<file path="src/hw/rtl/csv_cnm_pkg.sv">
// ----------------------------------------------------------------------------
// csv_cnm_pkg
// shared types and constants of the csv card number matcher
// ----------------------------------------------------------------------------
package csv_cnm_pkg;

  typedef enum logic [1:0] {
    CMD_START = 2'd0,
    CMD_LIST  = 2'd1,
    CMD_END   = 2'd2
  } cmd_t;

  localparam logic VERDICT_GRANTED = 1'b0;
  localparam logic VERDICT_DENIED  = 1'b1;

  localparam logic [7:0] CH_COMMA = 8'h2C;
  localparam logic [7:0] CH_LF    = 8'h0A;
  localparam logic [7:0] CH_ZERO  = 8'h30;
  localparam logic [7:0] CH_NINE  = 8'h39;

  // card number value width and number of uid bytes that carry it
  localparam int ACC_W         = 32;
  localparam int UID_MAX_BYTES = 4;

  typedef struct packed {
    logic valid;
    logic verdict;
  } res_t;

endpackage

</file>
<file path="src/hw/rtl/csv_cnm_field_match.sv">
// ----------------------------------------------------------------------------
// csv_cnm_field_match
// csv field tracker and card number compare, one list word per cycle while step is high
// ----------------------------------------------------------------------------
module csv_cnm_field_match #(
  parameter int UID_BYTES = 4
) (
  input  logic                 clk,
  input  logic                 rst_n,
  input  logic                 step,
  input  csv_cnm_pkg::cmd_t    command,
  input  logic [31:0]          swipe_uid,
  input  logic [7:0]           list_byte,
  output csv_cnm_pkg::res_t    result
);
  import csv_cnm_pkg::*;

  localparam int UID_USED = (UID_BYTES < UID_MAX_BYTES) ? UID_BYTES : UID_MAX_BYTES;
  localparam int UID_W    = 8 * UID_USED;
  localparam int SUM_W    = ACC_W + 4;

  typedef enum logic [1:0] {
    FLD_INDEX,
    FLD_NAME,
    FLD_CARD,
    FLD_FLAG
  } field_t;

  field_t             field_r, field_nxt;
  logic               done_r, done_nxt;
  logic               mismatch_r, mismatch_nxt;
  logic               started_r, started_nxt;
  logic               zero_first_r, zero_first_nxt;
  logic [ACC_W-1:0]   acc_r, acc_nxt;
  logic [UID_W-1:0]   uid_r, uid_nxt;

  logic               is_digit;
  logic [SUM_W-1:0]   sum;
  logic               overflow;
  logic               hit;

  // value * 10 + digit, carried wide enough to see overflow
  assign is_digit = (list_byte >= CH_ZERO) && (list_byte <= CH_NINE);
  assign sum      = SUM_W'({acc_r, 3'b000}) + SUM_W'({acc_r, 1'b0})
                  + SUM_W'(list_byte[3:0]);
  assign overflow = |sum[SUM_W-1:ACC_W];
  assign hit      = !mismatch_r && started_r && (acc_r == ACC_W'(uid_r));

  always_comb begin
    field_nxt      = field_r;
    done_nxt       = done_r;
    mismatch_nxt   = mismatch_r;
    started_nxt    = started_r;
    zero_first_nxt = zero_first_r;
    acc_nxt        = acc_r;
    uid_nxt        = uid_r;
    result         = '{valid: 1'b0, verdict: VERDICT_DENIED};
    if (step) begin
      case (command)
        CMD_START: begin
          uid_nxt        = swipe_uid[UID_W-1:0];
          field_nxt      = FLD_INDEX;
          done_nxt       = 1'b0;
          mismatch_nxt   = 1'b0;
          started_nxt    = 1'b0;
          zero_first_nxt = 1'b0;
          acc_nxt        = '0;
        end
        CMD_END: begin
          if (!done_r) begin
            done_nxt = 1'b1;
            result   = '{valid: 1'b1, verdict: VERDICT_DENIED};
          end
        end
        CMD_LIST: begin
          if (!done_r) begin
            case (field_r)
              FLD_INDEX, FLD_NAME: begin
                if (list_byte == CH_COMMA) begin
                  field_nxt      = (field_r == FLD_INDEX) ? FLD_NAME : FLD_CARD;
                  mismatch_nxt   = 1'b0;
                  started_nxt    = 1'b0;
                  zero_first_nxt = 1'b0;
                  acc_nxt        = '0;
                end
              end
              FLD_CARD: begin
                if (list_byte == CH_COMMA) begin
                  if (hit) begin
                    done_nxt = 1'b1;
                    result   = '{valid: 1'b1, verdict: VERDICT_GRANTED};
                  end else begin
                    field_nxt = FLD_FLAG;
                  end
                end else begin
                  // non digit, too large, or digit after a leading zero
                  if (!is_digit || overflow || (started_r && zero_first_r))
                    mismatch_nxt = 1'b1;
                  if (!started_r)
                    zero_first_nxt = (list_byte == CH_ZERO);
                  started_nxt = 1'b1;
                  acc_nxt     = sum[ACC_W-1:0];
                end
              end
              FLD_FLAG: begin
                if (list_byte == CH_LF) begin
                  field_nxt      = FLD_INDEX;
                  mismatch_nxt   = 1'b0;
                  started_nxt    = 1'b0;
                  zero_first_nxt = 1'b0;
                  acc_nxt        = '0;
                end
              end
              default: field_nxt = FLD_INDEX;
            endcase
          end
        end
        default: ;
      endcase
    end
  end

  always_ff @(posedge clk) begin
    if (!rst_n) begin
      field_r      <= FLD_INDEX;
      done_r       <= 1'b1;
      mismatch_r   <= 1'b0;
      started_r    <= 1'b0;
      zero_first_r <= 1'b0;
    end else begin
      field_r      <= field_nxt;
      done_r       <= done_nxt;
      mismatch_r   <= mismatch_nxt;
      started_r    <= started_nxt;
      zero_first_r <= zero_first_nxt;
    end
    acc_r <= acc_nxt;
    uid_r <= uid_nxt;
  end

endmodule

</file>
<file path="src/hw/rtl/csv_card_number_matcher.sv">
// ----------------------------------------------------------------------------
// csv_card_number_matcher
// compares the card number field of streamed csv records against a card uid
// ----------------------------------------------------------------------------
// a result reaches out_valid through the input and result register stages
// throughput: one item per cycle while out_ready is high, as the digit
//   accumulate and compare in the field matcher are combinational
// reset: synchronous active low; idle with no swipe, list words ignored
//   until a start word arrives, no result pending
// ----------------------------------------------------------------------------
module csv_card_number_matcher #(
  parameter int UID_BYTES = 4
) (
  input  logic        clk,
  input  logic        rst_n,
  input  logic        in_valid,
  output logic        in_ready,
  input  logic [1:0]  in_command,
  input  logic [31:0] in_swipe_uid,
  input  logic [7:0]  in_list_byte,
  output logic        out_valid,
  input  logic        out_ready,
  output logic        out_verdict
);
  import csv_cnm_pkg::*;

  // input register stage
  logic        in_valid_r;
  cmd_t        in_command_r;
  logic [31:0] in_swipe_uid_r;
  logic [7:0]  in_list_byte_r;

  // result register stage
  logic        out_valid_r;
  logic        out_verdict_r;

  logic        out_stall;
  logic        step;
  logic        in_accept;
  res_t        result;

  // the held word moves on whenever the result slot is free or being emptied
  assign out_stall = out_valid_r && !out_ready;
  assign step      = in_valid_r && !out_stall;
  assign in_ready  = !in_valid_r || step;
  assign in_accept = in_valid && in_ready;

  csv_cnm_field_match #(
    .UID_BYTES (UID_BYTES)
  ) u_match (
    .clk       (clk),
    .rst_n     (rst_n),
    .step      (step),
    .command   (in_command_r),
    .swipe_uid (in_swipe_uid_r),
    .list_byte (in_list_byte_r),
    .result    (result)
  );

  always_ff @(posedge clk) begin
    if (!rst_n) begin
      in_valid_r  <= 1'b0;
      out_valid_r <= 1'b0;
    end else begin
      if (in_accept)
        in_valid_r <= 1'b1;
      else if (step)
        in_valid_r <= 1'b0;
      // a processed word either fills the slot or leaves it empty
      if (step)
        out_valid_r <= result.valid;
      else if (out_ready)
        out_valid_r <= 1'b0;
    end
    // payload registers
    if (in_accept) begin
      in_command_r   <= cmd_t'(in_command);
      in_swipe_uid_r <= in_swipe_uid;
      in_list_byte_r <= in_list_byte;
    end
    if (step && result.valid)
      out_verdict_r <= result.verdict;
  end

  assign out_valid   = out_valid_r;
  assign out_verdict = out_verdict_r;

endmodule

</file>
<file path="config.mk">
export PLATFORM = sky130hd
export DESIGN_NAME = csv_card_number_matcher
export DESIGN_NICKNAME = d
export VERILOG_FILES = /design/src/hw/rtl/csv_cnm_pkg.sv /design/src/hw/rtl/csv_cnm_field_match.sv /design/src/hw/rtl/csv_card_number_matcher.sv
export SDC_FILE = /design/constraint.sdc
export NUM_CORES = 1
export LEC_CHECK = 0
export ABC_AREA = 0
export BUFFER_PORTS_ARGS = -buffer_cell sky130_fd_sc_hd__buf_2
export CAP_MARGIN = 30
export CORE_ASPECT_RATIO = 1.1
export CORE_UTILIZATION = 45
export CTS_CLUSTER_DIAMETER = 30
export CTS_CLUSTER_SIZE = 20
export DETAILED_ROUTE_END_ITERATION = 10
export PLACE_DENSITY_LB_ADDON = 0.08
export SETUP_SLACK_MARGIN = 0.02
export SKIP_CTS_REPAIR_TIMING = 1
export SYNTH_ARGS = -nofsm -noshare
export SYNTH_HDL_FRONTEND = slang
export SYNTH_SLANG_ARGS = --single-unit
</file>
<file path="constraint.sdc">
create_clock -name clk -period 3.6 [get_ports clk]
set_clock_uncertainty 0.2 [all_clocks]
set_input_delay 0.72 -clock clk [delete_from_list [all_inputs] [get_ports clk]]
set_output_delay 0.72 -clock clk [all_outputs]
set_load 0.005 [all_outputs]
</file>
# After elaboration in Yosys (flattened, before gate mapping)
# Index checks and enable logic that the tools add are counted.
[totals]
register_bits = 115
latch_bits = 0
ramBits = 0
mem_bits_ro = 0
input_bits = 46
out_inout_bits = 3
wordCells = 110
n_memories = 0
[op_classes]
addsub = 2
multipliers = 0
n_div = 0
magnitude_cmp = 2
eq_ne = 17
n_shift = 0
mux = 46
bitwise_logic = 0
reduce_logical = 30
[ops]
columns = ["op", "count"]
rows = [
  ["$mux 32", 4],
  ["$pmux 32 s3", 1],
  ["$pmux 32 s2", 1],
  ["$add 35x33->36", 1],
  ["$add 36x4->36", 1],
  ["$eq 32x32->1", 1],
  ["$mux 2", 12],
  ["$reduce_and 7->1", 3],
  ["$mux 1", 18],
  ["$eq 8x6->1 const B", 2],
  ["$ne 3x2->1 const B", 4],
  ["$pmux 1 s3", 4],
  ["$ne 3x3->1 const B", 3],
  ["$eq 8x4->1 const B", 1],
  ["$ge 8x6->1 const B", 1],
  ["$le 8x6->1 const B", 1],
  ["$logic_and 1x1->1", 8],
  ["$pmux 2 s2", 2],
  ["$eq 2x2->1 const B", 3],
  ["$pmux 1 s2", 3],
  ["$pmux 2 s3", 1],
  ["$reduce_and 6->1", 1],
  ["$reduce_bool 2->1", 3],
  ["$logic_not 1->1", 5],
  ["8 further kinds", 13],
]

# Logic depth before layout (Yosys ltp)
# Gate-level depths: netlist (run 1).
[depth]
depth_word = 10
ltp_mapped = 13

# Modules after synthesis
# A second synthesis (run 1) with hierarchy kept.
[unflattened]
cells_unflattened = 526
area_unflattened_um2 = 6417.4
[by_module_without_submodules]
columns = ["mod", "n_inst", "cells_per_inst", "area_each_um2", "seq_area_each_um2"]
rows = [
  ["csv_cnm_field_match", 1, 470, 5013.6, 2042.0],
  ["csv_card_number_matcher", 1, 56, 1403.8, 1331.3],
]

# Least setup slack after synthesis (run 1)
# OpenSTA, ideal clock, no wires.
[synth_path]
path_kind = "register to register"
startpoint = "reg in_list_byte_r[0]"
endpoint = "reg u_match.acc_r[0], enable pin"
setup_ns = 0.432
arrival_ns = 3.006
setup_slack_ns = -0.038
stages_incl_launch_ff = 7
n_path_buf = 0
period_less_slack_ns = 3.638
path_cell_list = "edfxtp_1 nor2_1 nand3_1 nor3_1 o2111ai_1 a21o_1 a21oi_1"
[synth_via]
elab_chain_cells = 3
[synth_lines]
columns = ["element", "line", "text"]
rows = [
  ["from (decl)", "csv_card_number_matcher.sv:31", "logic [7:0] in_list_byte_r;"],
  ["from (signal assigned)", "csv_card_number_matcher.sv:79", "in_list_byte_r <= in_list_byte;"],
  ["$eq 8x4->1 / $eq 8x6->1 (equally long branches)", "csv_cnm_field_match.sv:106, csv_cnm_field_match.sv:79, csv_cnm_field_match.sv:88", ""],
  ["$ne 3x2->1 (no source line) / $ne 3x3->1 (equally long branches)", "-", ""],
  ["$reduce_and 6->1 (no source line) (*)", "-", ""],
  ["to (signal assigned)", "csv_cnm_field_match.sv:137", "acc_r <= acc_nxt;"],
  ["to (decl)", "csv_cnm_field_match.sv:34", "logic [ACC_W-1:0] acc_r, acc_nxt;"],
]
# Mark *: on every way between the ends. The rest lies on a longest branch, timed or not.
# A chain may end at the register's enable or synchronous reset.

# Worst setup path in the final report (run 1)
[layout_path]
startpoint = "reg u_match.acc_r[12]"
endpoint = "reg u_match.acc_r[29] (data pin)"
[layout_via]
elab_chain_cells = 6
[layout_lines]
columns = ["element", "line", "text"]
rows = [
  ["$add 35x33->36", "csv_cnm_field_match.sv:44", "assign sum = SUM_W'({acc_r, 3'b000}) + SUM_W'({acc_r, 1'b0})"],
  ["$add 36x4->36", "csv_cnm_field_match.sv:45", "+ SUM_W'(list_byte[3:0]);"],
  ["$mux 32", "csv_cnm_field_match.sv:88", "if (list_byte == CH_COMMA) begin"],
  ["$pmux 32 s3", "csv_cnm_field_match.sv:77", "case (field_r)"],
  ["$mux 32", "csv_cnm_field_match.sv:76", "if (!done_r) begin"],
  ["$pmux 32 s2", "csv_cnm_field_match.sv:59", "case (command)"],
]
# Every way passes these cells. The select of a mux whose other input is x is not followed.

==> impl_metrics.tcl, run 1 <==
set metrics [dict create \
    status "completed" \
    die_height_um 129 \
    core_area_um2 14300 \
    ff2ff_path_depth 11 \
    rr_startpoint "u_match.acc_r[12]$_SDFFCE_PN0P_" \
    period_minus_slack_ns 3.43 \
    power_frac_clock 0.500 \
    drt-vias-per-instance 5.45 \
    p_leak_nw 3.11 \
    cts_tree "done" \
    gp_congestion 0.896 \
    p_comb_frac 0.058 \
    cts_sinks 115 \
    yosysWarnings 0 \
    syn_to_final_growth_pct 17.9 \
    drive_gt1_frac 0.191 \
    first_global_vias 4562 \
    cts_root_buf "clkbuf_16" \
    cts_made_buffers 17 \
    pwr-share-seq 0.442 \
    p_sw_frac 0.218 \
    clock_latency_ns 0.42 \
    rsz0062_at_grt "no" \
    nets 745 \
    synthCells 553 \
    yosysSeqAreaShare 0.512 \
    min_path_type "reg -> reg" \
    setup_viol 0 \
    timing.fmax_mhz 292 \
    die_area_um2 15100 \
    start_util 0.460 \
    power.density_nw_per_um2 444 \
    slew_headroom 0.504 \
    fin_crit_sh 0.952 \
    slew_viol_final 0 \
    num_vias 4530 \
    antenna_found_initial 0 \
    crit_required_ns 3.55 \
    grt_overflow_total 0 \
    drt_wl_total_mm 14.0 \
    async_flop_share 0 \
    avgSynthCellArea_um2 11.9 \
    grt_first_pass_wirelength_mm 22.7 \
    io_buffers 48 \
    dp_hpwl_mm 10.4 \
    drt_iter0_markers 254 \
    synth-seq-cells 115 \
    cp-end-kind "register" \
    timing.rr.end "u_match.acc_r[29]$_SDFFCE_PN0P_" \
    synth_nets 672 \
    irDropWorstVdd_v 0.000316 \
    p_total_mw 3.45 \
    maxCapViolCount 0 \
    die_w_um 117 \
    regToRegSetupSlack_ns 0.17 \
    ys.flop_type "edfxtp_1" \
    crit_path_max_fanout 6 \
    clk_path_buf_depth 2 \
    synth-edff-count 107 \
    p_int_mw 2.70 \
    cts_max_level 4 \
    hold_viol 0 \
    antenna_cells 0 \
    hold_end "u_match.uid_r[11]$_DFFE_PP_" \
    fin_setup_tns_ns 0 \
    gr-usage-all-layers 0.199 \
    nFillCells 1221 \
    ys_types 60 \
    drc_errors 0 \
    critPathLaunchType "register" \
    grt_max_degree 33 \
    firstDrtPassIters 5 \
    io_pins 49 \
    crit_type "reg -> reg" \
    hold_start "in_swipe_uid_r[11]$_DFFE_PP_" \
    syn_area_um2 6590 \
    p_sw_mw 0.751 \
    arrival_ns 3.37 \
    cts.clk_slew.worst_paths_ns 0.06 \
    rows 46 \
    whs_path_depth 0 \
    wl_per_cell_um 16.8 \
    final_antenna_net_count 0 \
    worst_pin_slew_ns 0.743 \
]
==> cells in the mapped netlist, types with 6 or more instances <==
cell type  count  area, µm²
clkbuf_1       6       22.5
ha_1          71        888
o21ai_0       19       95.1
nor3_1        11       55.1
nor4_1         7       43.8
nor2_1        44        165
nand2_1       24       90.1
dfxtp_1        8        160
edfxtp_1     107       3210
xnor2_1       30        263
inv_1         29        109
nand2b_1       7       43.8
nand4_1       18        113
nand3_1       13       65.1
a21oi_1       29        145
a21o_1        17        128
xor2_1        21        184
==> worst max-delay path, stage by stage, from the launching register on <==
cell and delay (ns):
edfxtp_1 0.47, ha_1 0.33, ha_2 0.39, nand3_2 0.13
nor4_2 0.32, o2111ai_2 0.16, and4bb_4 0.24, o311a_4 0.41
o21ai_4 0.19, a31oi_2 0.12, xor2_1 0.14, nor2_1 0.05
==> cell families after synthesis <==
kind of cell	after synthesis	synth area share
AND/OR/NAND/NOR	149	0.116
AO/OA/AOI/OAI	117	0.123
flip-flops	115	0.512
adder cells (fa/ha/maj)	73	0.141
XOR/XNOR	51	0.0678
buffers and inverters	45	0.0361
multiplexers	3	0.00456
==> power by group through the flow <==
stage / Sequential [mW] / Combinational, mW / Clock, mW
finish: 1.52 / 0.199 / 1.73
detailed placement: 1.55 / 0.195 / 0
floorplan: 1.54 / 0.130 / 0
global placement: 1.55 / 0.194 / 0
global route: 1.53 / 0.223 / 1.82
CTS: 1.52 / 0.197 / 1.76
==> cells in the final DEF, fill, tap and decap left out, types with 5 or more instances in the layout <==
| cell | count |
|---|---|
| a21o_1 | 17 |
| a21oi_1 | 28 |
| buf_2 | 48 |
| buf_4 | 21 |
| clkbuf_16 | 17 |
| clkinvlp_4 | 5 |
| dfxtp_1 | 8 |
| edfxtp_1 | 107 |
| ha_1 | 69 |
| inv_1 | 29 |
| nand2_1 | 24 |
| nand2b_1 | 7 |
| nand3_1 | 13 |
| nand4_1 | 18 |
| nor2_1 | 43 |
| nor3_1 | 11 |
| nor4_1 | 7 |
| o211ai_1 | 5 |
| o21a_1 | 5 |
| o21ai_0 | 18 |
| xnor2_1 | 30 |
| xor2_1 | 21 |
==> state kept, by name, summed over array words and instances, names as in the netlist <==
| signal | flops |
|---|---|
| in_command_r | 2 |
| u_match.field_r | 2 |
| u_match.mismatch_r | 1 |
| u_match.started_r | 1 |
| u_match.uid_r | 32 |
| in_valid_r | 1 |
| out_verdict | 1 |
| u_match.zero_first_r | 1 |
| u_match.done_r | 1 |
| out_valid | 1 |
| in_swipe_uid_r | 32 |
| in_list_byte_r | 8 |
| u_match.acc_r | 32 |
==> worst max path at each step <==
stage | startpoint | slack [ns] | endpoint | cells after the start
2_1_floorplan | in_list_byte_r[3]$_DFFE_PP_ | 0.27 | u_match.acc_r[29]$_SDFFCE_PN0P_ | 13
6_report | u_match.acc_r[12]$_SDFFCE_PN0P_ | 0.17 | u_match.acc_r[29]$_SDFFCE_PN0P_ | 11
4_1_cts | in_list_byte_r[3]$_DFFE_PP_ | 0.05 | u_match.acc_r[29]$_SDFFCE_PN0P_ | 13
5_1_grt | u_match.acc_r[12]$_SDFFCE_PN0P_ | 0.005 | u_match.acc_r[31]$_SDFFCE_PN0P_ | 11
3_5_place_dp | in_list_byte_r[3]$_DFFE_PP_ | 0.07 | u_match.acc_r[29]$_SDFFCE_PN0P_ | 13
3_3_place_gp | in_list_byte_r[3]$_DFFE_PP_ | 0.13 | u_match.acc_r[29]$_SDFFCE_PN0P_ | 13
==> final cells by class <==
cell class | instances | area [µm²] | share of cell area
clock buffer | 20 | 447 | 0.0575
clock inverter | 12 | 159 | 0.0205
inverter | 29 | 109 | 0.0140
multi-input combinational | 393 | 3020 | 0.389
sequential | 115 | 3370 | 0.434
tap | 192 | 240 | 0.0309
timing repair buffer | 70 | 418 | 0.0538
==> metrics by stage <==
step           cells  hold slack (ns)  cell area, µm²   util  worst slack [ns]
2_1_floorplan    553            0.200            6590      -             0.267
3_3_place_gp     797            0.201            7110  0.496             0.127
3_5_place_dp     797            0.205            7110  0.496            0.0686
4_1_cts          829            0.218            7720  0.538            0.0500
5_1_grt          831            0.222            7770  0.542           0.00539
6_report         831            0.216            7770  0.542             0.174
==> metal layers <==
layer	wire (µm)	global-route usage
met4	398	0.106
met1	6300	0.244
met3	577	0.0439
met2	6720	0.332
met5	0	0
No activity file was read; power rests on OpenSTA's default activity.
==> run 2, diff against run 1 <==
Settings changed: CTS_BUF_LIST set to sky130_fd_sc_hd__clkbuf_4 sky130_fd_sc_hd__clkbuf_8, HOLD_SLACK_MARGIN set to 0.12.
==> run 2 against run 1 <==
Compared with the run above: total power shrank 13%; setup slack gained 0.0020 ns; register-to-register slack is essentially flat; critical endpoint unchanged; largest cell class unchanged.
==> impl_metrics.tcl, run 2 (synthesis gave the netlist of run 1 again) <==
set metrics [dict create \
    cp-end-kind "register" \
    clk_path_buf_depth 2 \
    dp_hpwl_mm 10.4 \
    cts_tree "done" \
    die_area_um2 15100 \
    fin_crit_sh 0.951 \
    nets 746 \
    cts_made_buffers 17 \
    antenna_cells 0 \
    grt_first_pass_wirelength_mm 22.6 \
    arrival_ns 3.39 \
    final_common_cell "edfxtp_1" \
    die_height_um 129 \
    num_vias 4492 \
    crit_chain "ha_1 -> ha_1 -> nand3_1 -> nor4_2 -> o2111ai_2 -> and4bb_4 -> o311a_4 -> o21ai_4 -> a31oi_2 -> xor2_1 -> nor2_1" \
    syn_to_final_growth_pct 15.2 \
    setup_viol 0 \
    drt_wl_total_mm 13.8 \
    cts_sinks 115 \
    regArea_um2 3370 \
    cts.clk_slew.worst_paths_ns 0.07 \
    whs_ns 0.220 \
    grt_max_degree 33 \
    firstDrtPassIters 4 \
    grt_overflow_total 0 \
    multi_input_area_um2 3020 \
    rows 46 \
    crit_top_cell "ha_1" \
    crit_path_max_incr_delay_ns 0.45 \
    place_area_um2 7110 \
    drc_errors 0 \
    critPathLaunchType "register" \
    drt-vias-per-instance 5.40 \
    maxCapViolCount 0 \
    cts_max_level 4 \
    slew_headroom 0.508 \
    start_util 0.460 \
    design_area_um2 7590 \
    first_global_vias 4541 \
    hold_viol 0 \
    cts_root_buf "clkbuf_8" \
    timing.fmax_mhz 292 \
    worst_pin_slew_ns 0.738 \
    layout_common_cells "107 x edfxtp_1, 70 x ha_1, 48 x buf_2" \
    crit_path_max_fanout 7 \
    slew_viol_final 0 \
    io_buffers 48 \
    drt_iter0_markers 248 \
    io_pins 49 \
    final_util 0.530 \
    die_w_um 117 \
    clock_latency_ns 0.44 \
    final_antenna_net_count 0 \
    power.density_nw_per_um2 395 \
    drive_gt1_frac 0.194 \
    crit_required_ns 3.56 \
    path_delay_family "compound AO/OA/AOI/OAI gates" \
    irDropWorstVdd_v 0.000263 \
    p_leak_nw 3.04 \
    fin_setup_tns_ns 0 \
    antenna_found_initial 0 \
    status "completed" \
    wl_per_cell_um 16.6 \
    period_minus_slack_ns 3.42 \
    crit_type "reg -> reg" \
    gr-usage-all-layers 0.197 \
    crit_slowest_cell "edfxtp_1" \
    core_area_um2 14300 \
    min_path_type "reg -> reg" \
    gp_congestion 0.896 \
    critPathBufInv 0 \
    nFillCells 1252 \
    reg.largest.list "in_swipe_uid_r: 32 flops, u_match.acc_r: 32 flops, u_match.uid_r: 32 flops" \
]
## run 2: layout make-up
cell class	instances	area share
sequential	115	0.445
tap	192	0.0317
inverter	29	0.0143
clock inverter	12	0.0209
timing repair buffer	71	0.0561
clock buffer	20	0.0346
multi-input combinational	393	0.398
## run 2: worst paths after layout
check / from / to / slack [ns] / depth (start not counted)
worst max-delay path: u_match.acc_r[10]$_SDFFCE_PN0P_ / u_match.acc_r[29]$_SDFFCE_PN0P_ / 0.18 / 11
worst min-delay path: in_swipe_uid_r[21]$_DFFE_PP_ / u_match.uid_r[21]$_DFFE_PP_ / 0.22 / 0
worst max register to register: u_match.acc_r[10]$_SDFFCE_PN0P_ / u_match.acc_r[29]$_SDFFCE_PN0P_ / 0.18 / 11
worst min register to register: in_swipe_uid_r[21]$_DFFE_PP_ / u_match.uid_r[21]$_DFFE_PP_ / 0.22 / 0
## run 2: power by group
group	switching (mW)	total (mW)	internal (mW)	leakage, nW
combinational	0.111	0.199	0.0877	1.77
clock	0.555	1.27	0.720	0.198
sequential	0.0198	1.52	1.50	1.08
total	0.686	2.99	2.31	3.04
## run 2: metrics by stage
| step | power, mW | setup slack [ns] | cells |
|---|---|---|---|
| finish | 2.99 | 0.176 | 832 |
| global route | 3.11 | -0.000750 | 832 |
| CTS | 3.03 | 0.0477 | 829 |
| detailed placement | 1.75 | 0.0686 | 797 |
| global placement | 1.74 | 0.127 | 797 |
| floorplan | 1.67 | 0.267 | 553 |
## run 2: metal layers
metal | up-vias | GRT usage | part of all wire
met2 | 102 | 0.324 | 0.47
met4 | 0 | 0.113 | 0.033
met5 | - | 0 | 0
met1 | 2139 | 0.242 | 0.45
li1 | 2217 | - | -
met3 | 34 | 0.0412 | 0.041
